### src/rtl/ucd_pkg.sv
package ucd_pkg;

  localparam int unsigned BYTE_W = 8;
  localparam int unsigned CP_W   = 21;
  localparam int unsigned LEN_W  = 3;

  localparam logic [LEN_W-1:0] LEN_NONE  = 3'd0;
  localparam logic [LEN_W-1:0] LEN_ONE   = 3'd1;
  localparam logic [LEN_W-1:0] LEN_TWO   = 3'd2;
  localparam logic [LEN_W-1:0] LEN_THREE = 3'd3;
  localparam logic [LEN_W-1:0] MAX_BYTES = 3'd4;

  localparam logic [CP_W-1:0] MIN_TWO   = 21'h000080;
  localparam logic [CP_W-1:0] MIN_THREE = 21'h000800;
  localparam logic [CP_W-1:0] MIN_FOUR  = 21'h010000;
  localparam logic [CP_W-1:0] SURR_LO   = 21'h00D800;
  localparam logic [CP_W-1:0] SURR_HI   = 21'h00DFFF;
  localparam logic [CP_W-1:0] CP_MAX    = 21'h10FFFF;

  typedef struct packed {
    logic [BYTE_W-1:0] lead_byte;
    logic [BYTE_W-1:0] second_byte;
    logic [BYTE_W-1:0] third_byte;
    logic [BYTE_W-1:0] fourth_byte;
    logic [LEN_W-1:0]  bytes_available;
  } ucd_item_t;

  typedef struct packed {
    logic [CP_W-1:0]  code_point;
    logic [LEN_W-1:0] bytes_used;
  } ucd_res_t;

endpackage

### src/rtl/ucd_decode.sv
module ucd_decode
  import ucd_pkg::*;
(
  input  ucd_item_t item_i,
  output ucd_res_t  res_o
);

  typedef enum logic [2:0] {
    LEAD_ASCII,
    LEAD_TWO,
    LEAD_THREE,
    LEAD_FOUR,
    LEAD_BAD
  } ucd_lead_e;

  function automatic logic is_cont(input logic [BYTE_W-1:0] b);
    return b[7:6] == 2'b10;
  endfunction

  ucd_lead_e        lead_cls;
  logic [LEN_W-1:0] avail;
  logic [CP_W-1:0]  cp2;
  logic [CP_W-1:0]  cp3;
  logic [CP_W-1:0]  cp4;
  logic             ok2;
  logic             ok3;
  logic             ok4;

  // Saturate the byte count at four.
  assign avail = (item_i.bytes_available > MAX_BYTES) ? MAX_BYTES : item_i.bytes_available;

  always_comb begin
    unique case (item_i.lead_byte) inside
      [8'h00:8'h7F]: lead_cls = LEAD_ASCII;
      [8'hC0:8'hDF]: lead_cls = LEAD_TWO;
      [8'hE0:8'hEF]: lead_cls = LEAD_THREE;
      [8'hF0:8'hF7]: lead_cls = LEAD_FOUR;
      default:       lead_cls = LEAD_BAD;
    endcase
  end

  assign cp2 = {10'd0, item_i.lead_byte[4:0], item_i.second_byte[5:0]};
  assign cp3 = {5'd0, item_i.lead_byte[3:0], item_i.second_byte[5:0],
                item_i.third_byte[5:0]};
  assign cp4 = {item_i.lead_byte[2:0], item_i.second_byte[5:0],
                item_i.third_byte[5:0], item_i.fourth_byte[5:0]};

  assign ok2 = (avail >= LEN_TWO) && is_cont(item_i.second_byte) && (cp2 >= MIN_TWO);

  assign ok3 = (avail >= LEN_THREE) && is_cont(item_i.second_byte)
             && is_cont(item_i.third_byte) && (cp3 >= MIN_THREE)
             && !((cp3 >= SURR_LO) && (cp3 <= SURR_HI));

  assign ok4 = (avail == MAX_BYTES) && is_cont(item_i.second_byte)
             && is_cont(item_i.third_byte) && is_cont(item_i.fourth_byte)
             && (cp4 >= MIN_FOUR) && (cp4 <= CP_MAX);

  always_comb begin
    // Fall back to the lead byte alone unless a full sequence checks out; an empty beat gives zero.
    res_o.code_point = {13'd0, item_i.lead_byte};
    res_o.bytes_used = LEN_ONE;
    if (avail == LEN_NONE) begin
      res_o.code_point = '0;
      res_o.bytes_used = LEN_NONE;
    end else begin
      case (lead_cls)
        LEAD_TWO: begin
          if (ok2) begin
            res_o.code_point = cp2;
            res_o.bytes_used = LEN_TWO;
          end
        end
        LEAD_THREE: begin
          if (ok3) begin
            res_o.code_point = cp3;
            res_o.bytes_used = LEN_THREE;
          end
        end
        LEAD_FOUR: begin
          if (ok4) begin
            res_o.code_point = cp4;
            res_o.bytes_used = MAX_BYTES;
          end
        end
        default: ;
      endcase
    end
  end

endmodule

### config.mk
export PLATFORM = sky130hd
export DESIGN_NAME = ucd_decode
export DESIGN_NICKNAME = d
export VERILOG_FILES = /design/src/rtl/ucd_pkg.sv /design/src/rtl/ucd_decode.sv
export SDC_FILE = /design/constraint.sdc
export NUM_CORES = 1
export LEC_CHECK = 0
export BUFFER_PORTS_ARGS = -buffer_cell sky130_fd_sc_hd__buf_2
export CORE_UTILIZATION = 30
export DETAILED_ROUTE_END_ITERATION = 10
export PLACE_DENSITY_LB_ADDON = 0.15
export SKIP_LAST_GASP = 1
export SYNTH_ARGS = -nofsm -noshare
export SYNTH_HDL_FRONTEND = slang
export SYNTH_SLANG_ARGS = --single-unit
export TNS_END_PERCENT = 1
### constraint.sdc
create_clock -name vclk -period 2.1
set_input_delay 0.21 -clock vclk [all_inputs]
set_output_delay 0.21 -clock vclk [all_outputs]
set_load 0.1 [all_outputs]
== Word-level counts from Yosys, hierarchy flattened ==
Cells that the tools add are included.

* Bits in registers: 0
* Latch bits: 0
* Memory bits (writable): 0
* ROM bits: 0
* Input port bits: 35
* Output and inout port bits: 24
* Logic and storage cells: 49
* Memories: 0

* $add $sub $neg: 0
* $mul: 0
* Div/mod/pow operators: 0
* $lt $le $gt $ge: 17
* Eq/ne operators: 7
* Shifts and indexed selects: 0
* Mux-type cells: 7
* Bitwise gates (word level): 0
* Reduce and logical (&&, ||, !) cells: 18

{| class="wikitable"
|+ Operator list
! cell !! count
|-
| $pmux W24 S3 || 1
|-
| $mux W24 || 2
|-
| $ge A8 B8 Y1 const B || 3
|-
| $le A8 B8 Y1 const B || 3
|-
| $ge A21 B17 Y1 const B || 1
|-
| $le A21 B21 Y1 const B || 1
|-
| $mux W19 || 1
|-
| $ge A16 B12 Y1 const B || 1
|-
| $ge A16 B16 Y1 const B || 1
|-
| $le A16 B16 Y1 const B || 1
|-
| $logic_and A1 B1 Y1 || 16
|-
| $mux W14 || 1
|-
| $pmux W3 S4 || 1
|-
| $ge A11 B8 Y1 const B || 1
|-
| $ge A8 B1 Y1 const B || 1
|-
| $le A8 B7 Y1 const B || 1
|-
| $eq A2 B2 Y1 const B || 3
|-
| $eq A3 B2 Y1 const B || 2
|-
| $ge A3 B2 Y1 const B || 2
|-
| $eq A3 B1 Y1 const B || 1
|-
| $eq A3 B3 Y1 const B || 1
|-
| $gt A3 B3 Y1 const B || 1
|-
| $logic_not A3 Y1 || 1
|-
| $mux W3 || 1
|-
| $logic_not A1 Y1 || 1
|}

== Depth between registers and ports, before layout ==
Gate-level depths: netlist of run 1.

* Depth in word-level cells: 11
* Mapped depth: 8
* Mapped depth without buffers: 6

== Worst setup path after synthesis of run 1 ==
Ideal clock, no wire load.

* Path type: input-to-output
* Start: input port item_i[29] (netlist name)
* End: output port res_o[8] (netlist name)
* Arrival: 3.579 ns
* Required time: 1.890 ns
* Path slack: -1.689 ns
* Cell stages on the path: 7
* Path buffers: 2
* Path through: buf_6 or4_1 o211ai_1 nor3_1 buf_2 a21oi_1 a311oi_1

{| class="wikitable"
|+ RTL lines
! item !! line !! text
|-
| start: declaration || ucd_decode.sv:4 || <nowiki>input ucd_item_t item_i,</nowiki>
|-
| end: declaration || ucd_decode.sv:5 || <nowiki>output ucd_res_t res_o</nowiki>
|}

==> results of run 1 <==
[cell families after synthesis]
logic type	after synthesis	synth area share, %
AO/OA/AOI/OAI	43	51.8
XOR/XNOR	1	1.42
AND/OR/NAND/NOR	44	39.0
buffers and inverters	8	7.72
[metal layers]
metal	track usage (%)	routed length [µm]
met2	52.1	1670
met3	1.92	256
met5	0	0
met1	34.1	1200
met4	12.0	58
[through the flow]
| step | hold slack, ns | setup TNS [ns] | total power, W | util (%) | instance area [µm²] |
|---|---|---|---|---|---|
| 6_report | 0.822 | -2.06 | 0.000376 | 86.1 | 1670 |
| 3_3_place_gp | 0.819 | -1.56 | 0.000350 | 79.4 | 1540 |
| 2_1_floorplan | 0.697 | -3.56 | 0.000189 | - | 668 |
| 5_1_grt | 0.829 | -3.54 | 0.000389 | 86.1 | 1670 |
| 4_1_cts | 0.823 | -1.66 | 0.000370 | 85.8 | 1670 |
| 3_5_place_dp | 0.822 | -2.10 | 0.000353 | 79.4 | 1540 |
[Yosys cell counts, drive strengths merged]
| cell | count | share of area (%) |
|---|---|---|
| nand2 | 20 | 13 |
| a21oi | 11 | 9.6 |
| a22oi | 6 | 7.3 |
| a22o | 5 | 7.3 |
| and2 | 5 | 5.3 |
| nor3 | 5 | 4.1 |
| buf | 4 | 5.3 |
| a222oi | 3 | 4.9 |
| a31o | 3 | 4.3 |
| o21a | 3 | 3.7 |
| a221oi | 2 | 2.8 |
| a31oi | 2 | 2.0 |
| clkbuf | 2 | 1.2 |
| inv | 2 | 1.2 |
| nor2 | 2 | 1.2 |
| nor4 | 2 | 4.5 |
| o21ai | 2 | 1.6 |
| o311a | 2 | 3.3 |
| or2 | 2 | 2.0 |
| or4 | 2 | 2.4 |
| a311oi | 1 | 1.4 |
| and3 | 1 | 1.0 |
| nand2b | 1 | 1.0 |
| nand4 | 1 | 1.0 |
| nand4bb | 1 | 1.8 |
| nor2b | 1 | 1.0 |
| o211ai | 1 | 1.2 |
| o21bai | 1 | 1.2 |
| o31ai | 1 | 1.2 |
| or3 | 1 | 1.0 |
| xnor2 | 1 | 1.4 |
[timing repair]
item | 4_1_cts | 5_1_grt
hold buffers | 0 | 0
endpoints found under the setup margin | 18 | 24
resized for setup | 14 | 1
pin swaps | 17 | 0
setup buffers | 5 | 0
[layout make-up]
type	count	area share, %
timing repair buffer	91	56.6
multi-input combinational	88	40.9
tap	27	2.02
inverter	2	0.449
[report_power, final]
part / internal (W) / total, W / switching, W / leakage (nW)
Sequential: 0 / 0 / 0 / 0
Combinational: 0.000153 / 0.000376 / 0.000223 / 0.746
Clock: 0 / 0 / 0 / 0
Total: 0.000153 / 0.000376 / 0.000223 / 0.746
[cells in the final DEF, fill, tap and decap left out, types with 3 or more instances in the layout]
cell	count
buf_2	31
buf_4	30
buf_12	26
nand2_1	16
a21oi_1	10
and2_2	5
nand2_2	4
a22o_1	4
a22oi_1	4
buf_6	4
nor3_1	3
a222oi_1	3
a31o_1	3
[how the worst max path moves through the flow]
| stage | startpoint | end | slack [ns] | depth (start not counted) |
|---|---|---|---|---|
| floorplan | item_i[29] | res_o[8] | -0.24 | 5 |
| detailed placement | item_i[27] | res_o[7] | -0.26 | 8 |
| CTS | item_i[31] | res_o[10] | -0.17 | 9 |
| finish | item_i[24] | res_o[5] | -0.25 | 9 |
| global route | item_i[24] | res_o[5] | -0.31 | 9 |
| global placement | item_i[27] | res_o[9] | -0.18 | 9 |
==> metrics list, run 1 <==
* Final std cells w/o fill: 208
- Counting every net in the synthesized netlist gives 131.
* Avg Cell Area, Syn: 6.41 µm²
- The number of antenna violations at the first check in global routing is 0.
- Largest net degree at the start of global routing: 13
- Derived from the worst setup path, the maximum achievable clock frequency is 0.425 GHz.
- Count of maximum capacitance violations: 0
* Largest delay share family, worst path: compound AO/OA/AOI/OAI gates
- Detailed-placement wirelength estimate: 2.45 mm
* Outcome: finished, violations left
- During placement, the flow inserted port buffers numbering 59.
* Multi-input gate area in the final layout: 684 µm²
- Mean number of vias per cell: 5.82
* Y dimension of the die: 47.3 µm
- The worst setup path is captured at a primary output.
- Final sequential cell count: 0
- Worst slack after detailed placement: -0.255 ns
- For this design the ratio of total power to cell area is 225 nW/µm².
* Filler instances: 102
- For this run the aggregate overflow at the end of global routing stands at 0.
- At the end of the flow, the number of nets in the layout was 218.
- In this run the remaining antenna-violating nets after routing total 0.
- Classification of the worst setup path: in2out
- The initial utilization of the core area, before any placement, comes to 31.7%.
- Buffer and inverter count on the worst path: 3
- In the post-route analysis, the smallest setup slack over all paths is -0.254 ns.
* Standby leakage power: 0.746 nW
- In this run the standard cell core region covers 1940 µm².
* Wire length of the first global-routing pass: 4.65 mm
* Actual transition at the worst max-transition pin: 0.746 ns
- Global routing usage summed across all routing layers: 28.6%
- Slowest library cell on the worst path: or4_4
- Synth warnings: 0
- Of the cells placed in the final design, the portion with a size suffix greater than 1 is 64.6%.
- The routed design has 3.18 mm of wire.
- The initialized floorplan defines 16 standard-cell rows.
* Die ar.: 2240 µm²
- Once placement completed, the tool counted placed cells totaling 203.
- Die Wd: 47.3 µm
* I/O pin count: 59
- Type of the tightest min-delay check: in2out
- Rel. slew slack: 50.2%
* Critical path required time: 1.89 ns
- Hold path cells: 3
- The worst setup path is launched from an input pin.
- Across the whole layout, storage elements account for 0 µm².
- Final Slew Violations: 0
- 0 antenna diodes ended up in the layout.
* Final setup vio count: 17
* Tmin final: 2.35 ns
- Wire per inst: 15.3 µm
- The cell area that synthesis handed to floorplanning was 616 µm².
* Start point of the worst hold path: item_i[33]
- The final reports fail on setup timing.
- Via count of the first global-routing pass: 1083
- Final GP Congestion: 0.853
* Worst path cell trace: buf_6 -> or4_4 -> a21oi_4 -> nor4_4 -> buf_4 -> a222oi_1 -> a21oi_1 -> a31o_1 -> buf_12
- Total number of vias: 1210
- VDD sags by at most 266 µV.
- Post-Synthesis Cells: 96
- The final critical path takes up 112% of the cycle.
* Worst path arrival time: 2.14 ns
- In this design, the stage delay of the slowest critical-path cell is 0.54 ns.
* 1st-pass router iterations: 5
- Part of the Yosys area used for sequential elements: 0%
- Of all nets on the critical path, the largest fanout is 5.
* Initial detailed-routing violation count: 59
* Hold-critical path endpoint: res_o[9]
- Counting the clock-network buffers in the layout gives 0.
* Final routed DRC violation total: 0
* Post-synth cell types: 37
- Relative to the synthesized area, the layout overhead comes to 172%.
- The final count of hold timing violations was 0.
- RSZ-0062 raised after global routing: true
(Power assumes the default switching activity.)
==> inputs of run 2 (changes only) <==
- CORE_UTILIZATION: 30 -> 39
==> metrics list, run 2 <==
- Outcome: aborted with a tool error (was finished, violations left)
* Part of the Yosys area used for sequential elements: 0% (unchanged)
* Port bufs: 59 (unchanged)
* Synth warnings: 0 (unchanged)
- Most used standard cells in the synthesized netlist: nand2_1 (19), a21oi_1 (10), a22oi_1 (6) (unchanged)
- I/O pin count: 59 (unchanged)
* Post-Synthesis Cells: 96 (unchanged)
* Post-synth cell types: 37 (unchanged)
- The net count after synthesis is 131 (unchanged).
* Avg Cell Area, Syn: 6.41 µm² (unchanged)
* Dominant cell type by area after synthesis: nand2_1 (unchanged)
- The proportion of netlist area held by the largest area contributor is 11.6% (unchanged).
- Y dimension of the die: 41.7 µm (was 47.3 µm)
* Top cells by area, synth: nand2_1 (12%), a21oi_1 (8.1%), a22oi_1 (7.3%), a22o_1 (5.7%), a222oi_1 (4.9%) (unchanged)
* First error: [ERROR DPL-0038] Utilization greater than 100%, impossible to legalize
* Netlist Area Pre-Place: 616 µm² (unchanged)
- The library cell with the highest instance count after synthesis is nand2_1 (unchanged).
* Final GP Congestion: 0.861 (was 0.853)
- The die boundary width was 41.7 µm (was 47.3 µm).
- Number of cell rows: 13 (was 16)
* Starting density of the core: 44.5% (was 31.7%)
- The flow stopped in detailed placement.
## run 2: cell families after synthesis
kind of cell / Yosys count / synth area share, %
AOI/OAI and AO/OA: 43 / 51.8
buffers and inverters: 8 / 7.72
xor gates and xnor gates: 1 / 1.42
and+or+nand+nor: 44 / 39.0
## run 2: per-stage QoR
| stage | hold WS, ns | cells | setup TNS [ns] | setup WS [ns] |
|---|---|---|---|---|
| after global placement | 0.817 | 195 | -1.03 | -0.162 |
| after floorplan | 0.697 | 96 | -3.56 | -0.238 |
==> inputs of run 3 (changes only) <==
- CORE_AREA: not set -> 2 2 63 65
- CORE_UTILIZATION: 39 -> not set
- DIE_AREA: not set -> 0 0 65 67
==> metrics list, run 3 (synthesized netlist as in run 1, its figures left out) <==
* Outcome: finished, violations left (was aborted with a tool error)
* Violated checks: setup timing
- Post-route ant nets: 0
- Multi-input gate area in the final layout: 651 µm²
- Sequential power share: 0%
* Layer with the highest usage: met2
- The die boundary width was 65 µm (was 41.7 µm).
- With fillers left out, the area of the finished cells amounts to 1630 µm².
- Dividing the detail-routed via count by the number of cells gives 4.92.
- Largest net degree at the start of global routing: 11
- In this run the power density over the cells is 221 nW/µm².
- Switching component of the power: 0.000215 W
- The die covers 4360 µm².
- Traced cell by cell, the critical path runs through buf_8 -> or4_4 -> a21oi_4 -> nor4_4 -> buf_4 -> a222oi_1 -> a21oi_1 -> a31o_1 -> buf_12.
* Final routed DRC violation total: 0
- In the final layout, flip-flops and latches occupy 0 µm².
- Final hold vios: 0
* Tmin final: 2.31 ns
- For this block, the routed nets add up to 3.13 mm of wire.
* Actual transition at the worst max-transition pin: 0.453 ns
- The clock network is responsible for 0% of the overall power.
- Kind of capture point of the worst setup path: primary output
- Area after DPL: 1540 µm²
* Final GP Congestion: 0.817 (was 0.861)
* Type of the tightest min-delay check: in2out
* Total internal power: 0.000146 W
- Detailed-placement wirelength estimate: 2.65 mm
- Number of antenna violations at the first check in global routing: 0
- Post-layout total power: 0.000361 W
* Count of maximum capacitance violations: 0
* Relative contribution of combinational cells to total power: 100.0%
- For the final routed database, the setup TNS stands at -1.15 ns.
* Crit share post-route: 110%
- Setup violations remaining at the end of the flow were counted as 9.
- Worst path arrival time: 2.10 ns
* Number of cell rows: 22 (was 13)
- Fin util: 45.3%
* Most common cell after layout, fill and taps aside: buf_2
* Starting density of the core: 17.1% (was 44.5%)
- Fmax: 0.433 GHz
- IR analysis of the VDD net gives a maximum drop of 142 µV.
- The number of input and output port buffers inserted is 59 (unchanged).
- Filler instances: 353
- Clkbuf count: 0
* Via count of the first global-routing pass: 1091
- In the global route stage, met2 resource usage came out at 28.4%.
- Hold Slack: 0.822 ns
- Net switching is 59.6% of the power.
- Of all nets on the critical path, the largest fanout is 5.
* Area growth, synth to finish: 165%
* Global routing usage summed across all routing layers: 14.2%
- Minimum setup slack in the final design: -0.209 ns
- The final count of pins violating max slew is 0.
* Slowest library cell on the worst path: or4_4
- The first global-routing pass estimated 5.00 mm of wire.
- The worst pin sits at a relative slew slack of 69.7%.
- In this run the static leakage power is 0.730 nW.
* Wire per inst: 13.7 µm
- The vertical die dimension came to 67 µm (was 41.7 µm).
- The worst setup path is launched from an input pin.
- The final layout contains a sequential cell count of 0.
- For this run, the slowest stage of the critical path takes 0.53 ns.
- Data on the critical path is required at its endpoint by 1.89 ns.
* Initial detailed-routing violation count: 97
* Met1 track demand over resource: 16.0%
- Global-route congestion overflow total: 0
- Core Footprint: 3610 µm²
- Antenna cell count: 0
- RSZ-0062 raised after global routing: true
- 1st-pass router iterations: 4
- Fraction of layout instances using a drive strength above 1: 63.3%
- Grt met3 use: 1.86%
- For this run, the post-layout net count is 217.
- Top library cells by usage in the layout, fill and taps aside: buf_2 (32), buf_4 (30), buf_12 (24)
* I/O pin count: 59 (unchanged)
- Summing over every cut layer, the via total after detailed routing is 1122.
- Classification of the worst setup path: in2out
run 3: through the flow:
stage                     cells  setup slack, ns
after floorplan              96           -0.238
after global placement      224           -0.228
after detailed placement    224           -0.278
after CTS                   228           -0.182
after global routing        228           -0.319
final                       228           -0.209
run 3: path summary, 6_finish.rpt:
path / end / start / cells past startpoint / slack [ns]
max: res_o[3] / item_i[30] / 9 / -0.21
min: res_o[11] / item_i[21] / 4 / 0.82
run 3: timing repair:
| item | 4_1_cts | 5_1_grt |
|---|---|---|
| setup endpoints to repair | 14 | 14 |
| pin swaps | 8 | 1 |
| buffers inserted | 4 | 0 |
| hold endpoints to repair | 0 | 0 |
| hold buffers | 0 | 0 |
| gates resized for setup | 14 | 0 |
run 3: critical path: cells and delay by family:
family | cells | cell delay (ns)
AO/OA/AOI/OAI | 4 | 0.85
AND/OR/NAND/NOR | 2 | 0.60
buffers and inverters | 3 | 0.43
run 3: power groups by stage:
stage / clock (W) / sequential, W / combinational [W]
6_report: 0 / 0 / 0.000361
5_1_grt: 0 / 0 / 0.000378
4_1_cts: 0 / 0 / 0.000362
3_5_place_dp: 0 / 0 / 0.000349
3_3_place_gp: 0 / 0 / 0.000348
2_1_floorplan: 0 / 0 / 0.000189
run 3: cell type report:
cell class,count,area share (%)
inverters,2,0.460
repair buffers,90,56.0
well taps,48,3.68
multi-input cells,88,39.8
run 3: per-layer routing:
metal	routed length (µm)	share of wire, %
met5	0	0
met1	1180	38
met4	36	1.1
met3	199	6.4
met2	1720	55
==> inputs of run 4 (changes only) <==
--- a/config.mk
+++ b/config.mk
@@ -7,7 +7,7 @@
 export LEC_CHECK = 0
 export BUFFER_PORTS_ARGS = -buffer_cell sky130_fd_sc_hd__buf_2
-export CORE_AREA = 2 2 63 65
+export CORE_AREA = 5 5 66 68
 export DETAILED_ROUTE_END_ITERATION = 10
-export DIE_AREA = 0 0 65 67
+export DIE_AREA = 0 0 71 73
 export PLACE_DENSITY_LB_ADDON = 0.15
 export SKIP_LAST_GASP = 1
==> constraint.sdc (replaced) <==
create_clock -name vclk -period 2.1
set_input_delay 0.105 -clock vclk [all_inputs]
set_output_delay 0.105 -clock vclk [all_outputs]
set_load 0.1 [all_outputs]
==> metrics list, run 4 (synthesized netlist as in run 1, its figures left out) <==
* Outcome: finished clean (was finished, violations left)
- Global routing usage summed across all routing layers: 11.8% (was 14.2%)
- The clock buffer count is 0 (unchanged).
* Starting density of the core: 16.2% (was 17.1%)
* Total number of vias: 1090 (was 1122)
- The area of the placeable core is 3800 µm² (was 3610 µm²).
- Actual transition at the worst max-transition pin: 0.370 ns (was 0.453 ns)
- The flip-flop and latch area was 0 µm² (unchanged).
- The antenna diode instance count was 0 (unchanged).
- Standby leakage power: 0.695 nW (was 0.730 nW)
- The detail-routed net length per standard cell is 14.4 µm (was 13.7 µm).
- The category of the critical setup timing path was in2out (unchanged).
* Number of placed cells counting well taps: 215 (was 224)
- The number of nets in the layout is 210 (was 217).
- Sw Share: 60.1% (was 59.6%)
* Global-route congestion overflow total: 0 (unchanged)
* Port bufs: 59 (unchanged)
- The endpoint class of the critical path is a primary output (unchanged).
* Via count of the first global-routing pass: 1040 (was 1091)
- The number of DRC markers in iteration 0 is 93 (was 97).
* Capture point of the worst path: res_o[4] (was res_o[3])
- Top library cells by usage in the layout, fill and taps aside: buf_2 (32), buf_12 (25), buf_4 (23) (was buf_2 (32), buf_4 (30), buf_12 (24))
- The final count of pins violating max slew came to 0 (unchanged).
- Relative contribution of combinational cells to total power: 100.0% (about the same)
- Post-route ant nets: 0 (unchanged)
* Fin Setup TNS: 0 ns (was -1.15 ns)
* Maximum fanout encountered on the critical timing path: 6 (was 5)
* Final std cells w/o fill: 223 (was 228)
* Worst path arrival time: 1.99 ns (was 2.10 ns)
- Clock share of power: 0% (about the same)
* Final routed DRC violation total: 0 (unchanged)
* Maximum ir drop on the vdd rail: 75.7 µV (was 142 µV)
- The final count of hold timing violations is 0 (unchanged).
- The final cell area excluding filler cells was 1590 µm² (was 1630 µm²).
- Fmax: 0.478 GHz (was 0.433 GHz)
- The worst setup path startpoint is item_i[30] (unchanged).
- Fraction of layout instances using a drive strength above 1: 60.7% (was 63.3%)
- The hold-critical path depth came to 4 (unchanged).
- The number of detailed-routing iterations run before antenna repair was 5 (was 4).
- The global-route wire length before repair is 5.12 mm (was 5.00 mm).
* Final GP Congestion: 0.800 (was 0.817)
- Detailed-placement wirelength estimate: 2.79 mm (was 2.65 mm)
- The total I/O pin count came to 59 (unchanged).
- Largest net degree at the start of global routing: 12 (was 11)
- The final critical delay including setup and external delays came to 2.09 ns (was 2.31 ns).
- The placed instance area is 1470 µm² (was 1540 µm²).
- The average via count per standard cell is 4.89 (was 4.92).
- The die boundary width came to 71 µm (was 65 µm).
* Count of maximum capacitance violations: 0 (unchanged)
* RSZ-0062 raised after global routing: true (unchanged)
- The count of fill cells added during filler insertion is 402 (was 353).
- The signed area change from the synthesized netlist to the final layout was 158% (was 165%).
- Switching component of the power: 0.000215 W (about the same)
- Critical path required time: 2.00 ns (was 1.89 ns)
* Number of cell rows: 23 (was 22)
* Type of the tightest min-delay check: in2out (unchanged)
- Most common cell after layout, fill and taps aside: buf_2 (unchanged)
- The design internal power came to 0.000143 W (was 0.000146 W).
- Hold Slack: 0.616 ns (was 0.822 ns)
- Die ar.: 5180 µm² (was 4360 µm²)
- The vertical die dimension was 73 µm (was 67 µm).
* Final setup vio count: 0 (was 9)
- Setup crit start kind: input pin (unchanged)
* Rel. slew slack: 75.1% (was 69.7%)
- Post-Route WL: 3.21 mm (was 3.13 mm)
* Hold-fix buffers at CTS: 0 (unchanged)
- The count of flip-flops and latches came to 0 (unchanged).
* Sequential power share: 0% (about the same)
- The number of antenna violations at the first check in global routing is 0 (unchanged).
* Minimum setup slack in the final design: 0.00576 ns (was -0.209 ns)
* Crit share post-route: 99.7% (was 110%)
* Power density over the cells: 225 nW/µm² (was 221 nW/µm²)
- Worst slack after detailed placement: -0.203 ns (was -0.278 ns)
[run 4: cell count changes in the layout (fill, tap and decap cells not counted), sizes merged]
| cell | change |
|---|---|
| buf | -7 |
[run 4: power by group through the flow]
| stage | clock, W | sequential (W) | combinational (W) |
|---|---|---|---|
| finish | 0 | 0 | 0.000357 |
| global route | 0 | 0 | 0.000375 |
| CTS | 0 | 0 | 0.000345 |
| detailed placement | 0 | 0 | 0.000344 |
| global placement | 0 | 0 | 0.000341 |
| floorplan | 0 | 0 | 0.000187 |
[run 4: timing repair]
item / CTS / global route
setup buffers: 3 / 5
gates resized for setup: 1 / 14
gates cloned: 0 / 0
endpoints found under the setup margin: 7 / 8
pin swaps: 1 / 8
[run 4: cell type report]
type / count / area, µm² / area share, %
repair buffers: 83 / 871 / 54.8
multi-input cells: 88 / 649 / 40.8
well taps: 50 / 62.6 / 3.93
inverters: 2 / 7.51 / 0.472
[run 4: routing by layer]
metal / GRT usage [%] / part of all wire (%) / up-vias
li1: - / - / 538
met1: 15.0 / 41 / 486
met2: 22.3 / 51 / 64
met3: 1.65 / 8.0 / 2
met4: 0.209 / 0.12 / 0
met5: 0 / 0 / -
[run 4: worst min-delay path by stage]
stage / slack (ns) / end / startpoint
after global routing: 0.64 / res_o[11] / item_i[21]
after detailed placement: 0.61 / res_o[11] / item_i[21]
after floorplan: 0.54 / res_o[19] / item_i[23]
final: 0.62 / res_o[11] / item_i[21]
after global placement: 0.61 / res_o[11] / item_i[21]
after CTS: 0.62 / res_o[11] / item_i[21]
[run 4: metrics by stage]
stage | utilization (%) | power (W)
floorplan | - | 0.000187
global placement | 38.7 | 0.000341
detailed placement | 38.7 | 0.000344
CTS | 39.4 | 0.000345
global route | 41.9 | 0.000375
finish | 41.9 | 0.000357
[run 4: worst max-delay path: stages]
cell and delay [ns]:
buf_6 0.10, or4_4 0.54, a21oi_4 0.17, nor4_4 0.05, buf_4 0.16, a222oi_1 0.33
a21oi_1 0.12, a31o_1 0.24, buf_12 0.17
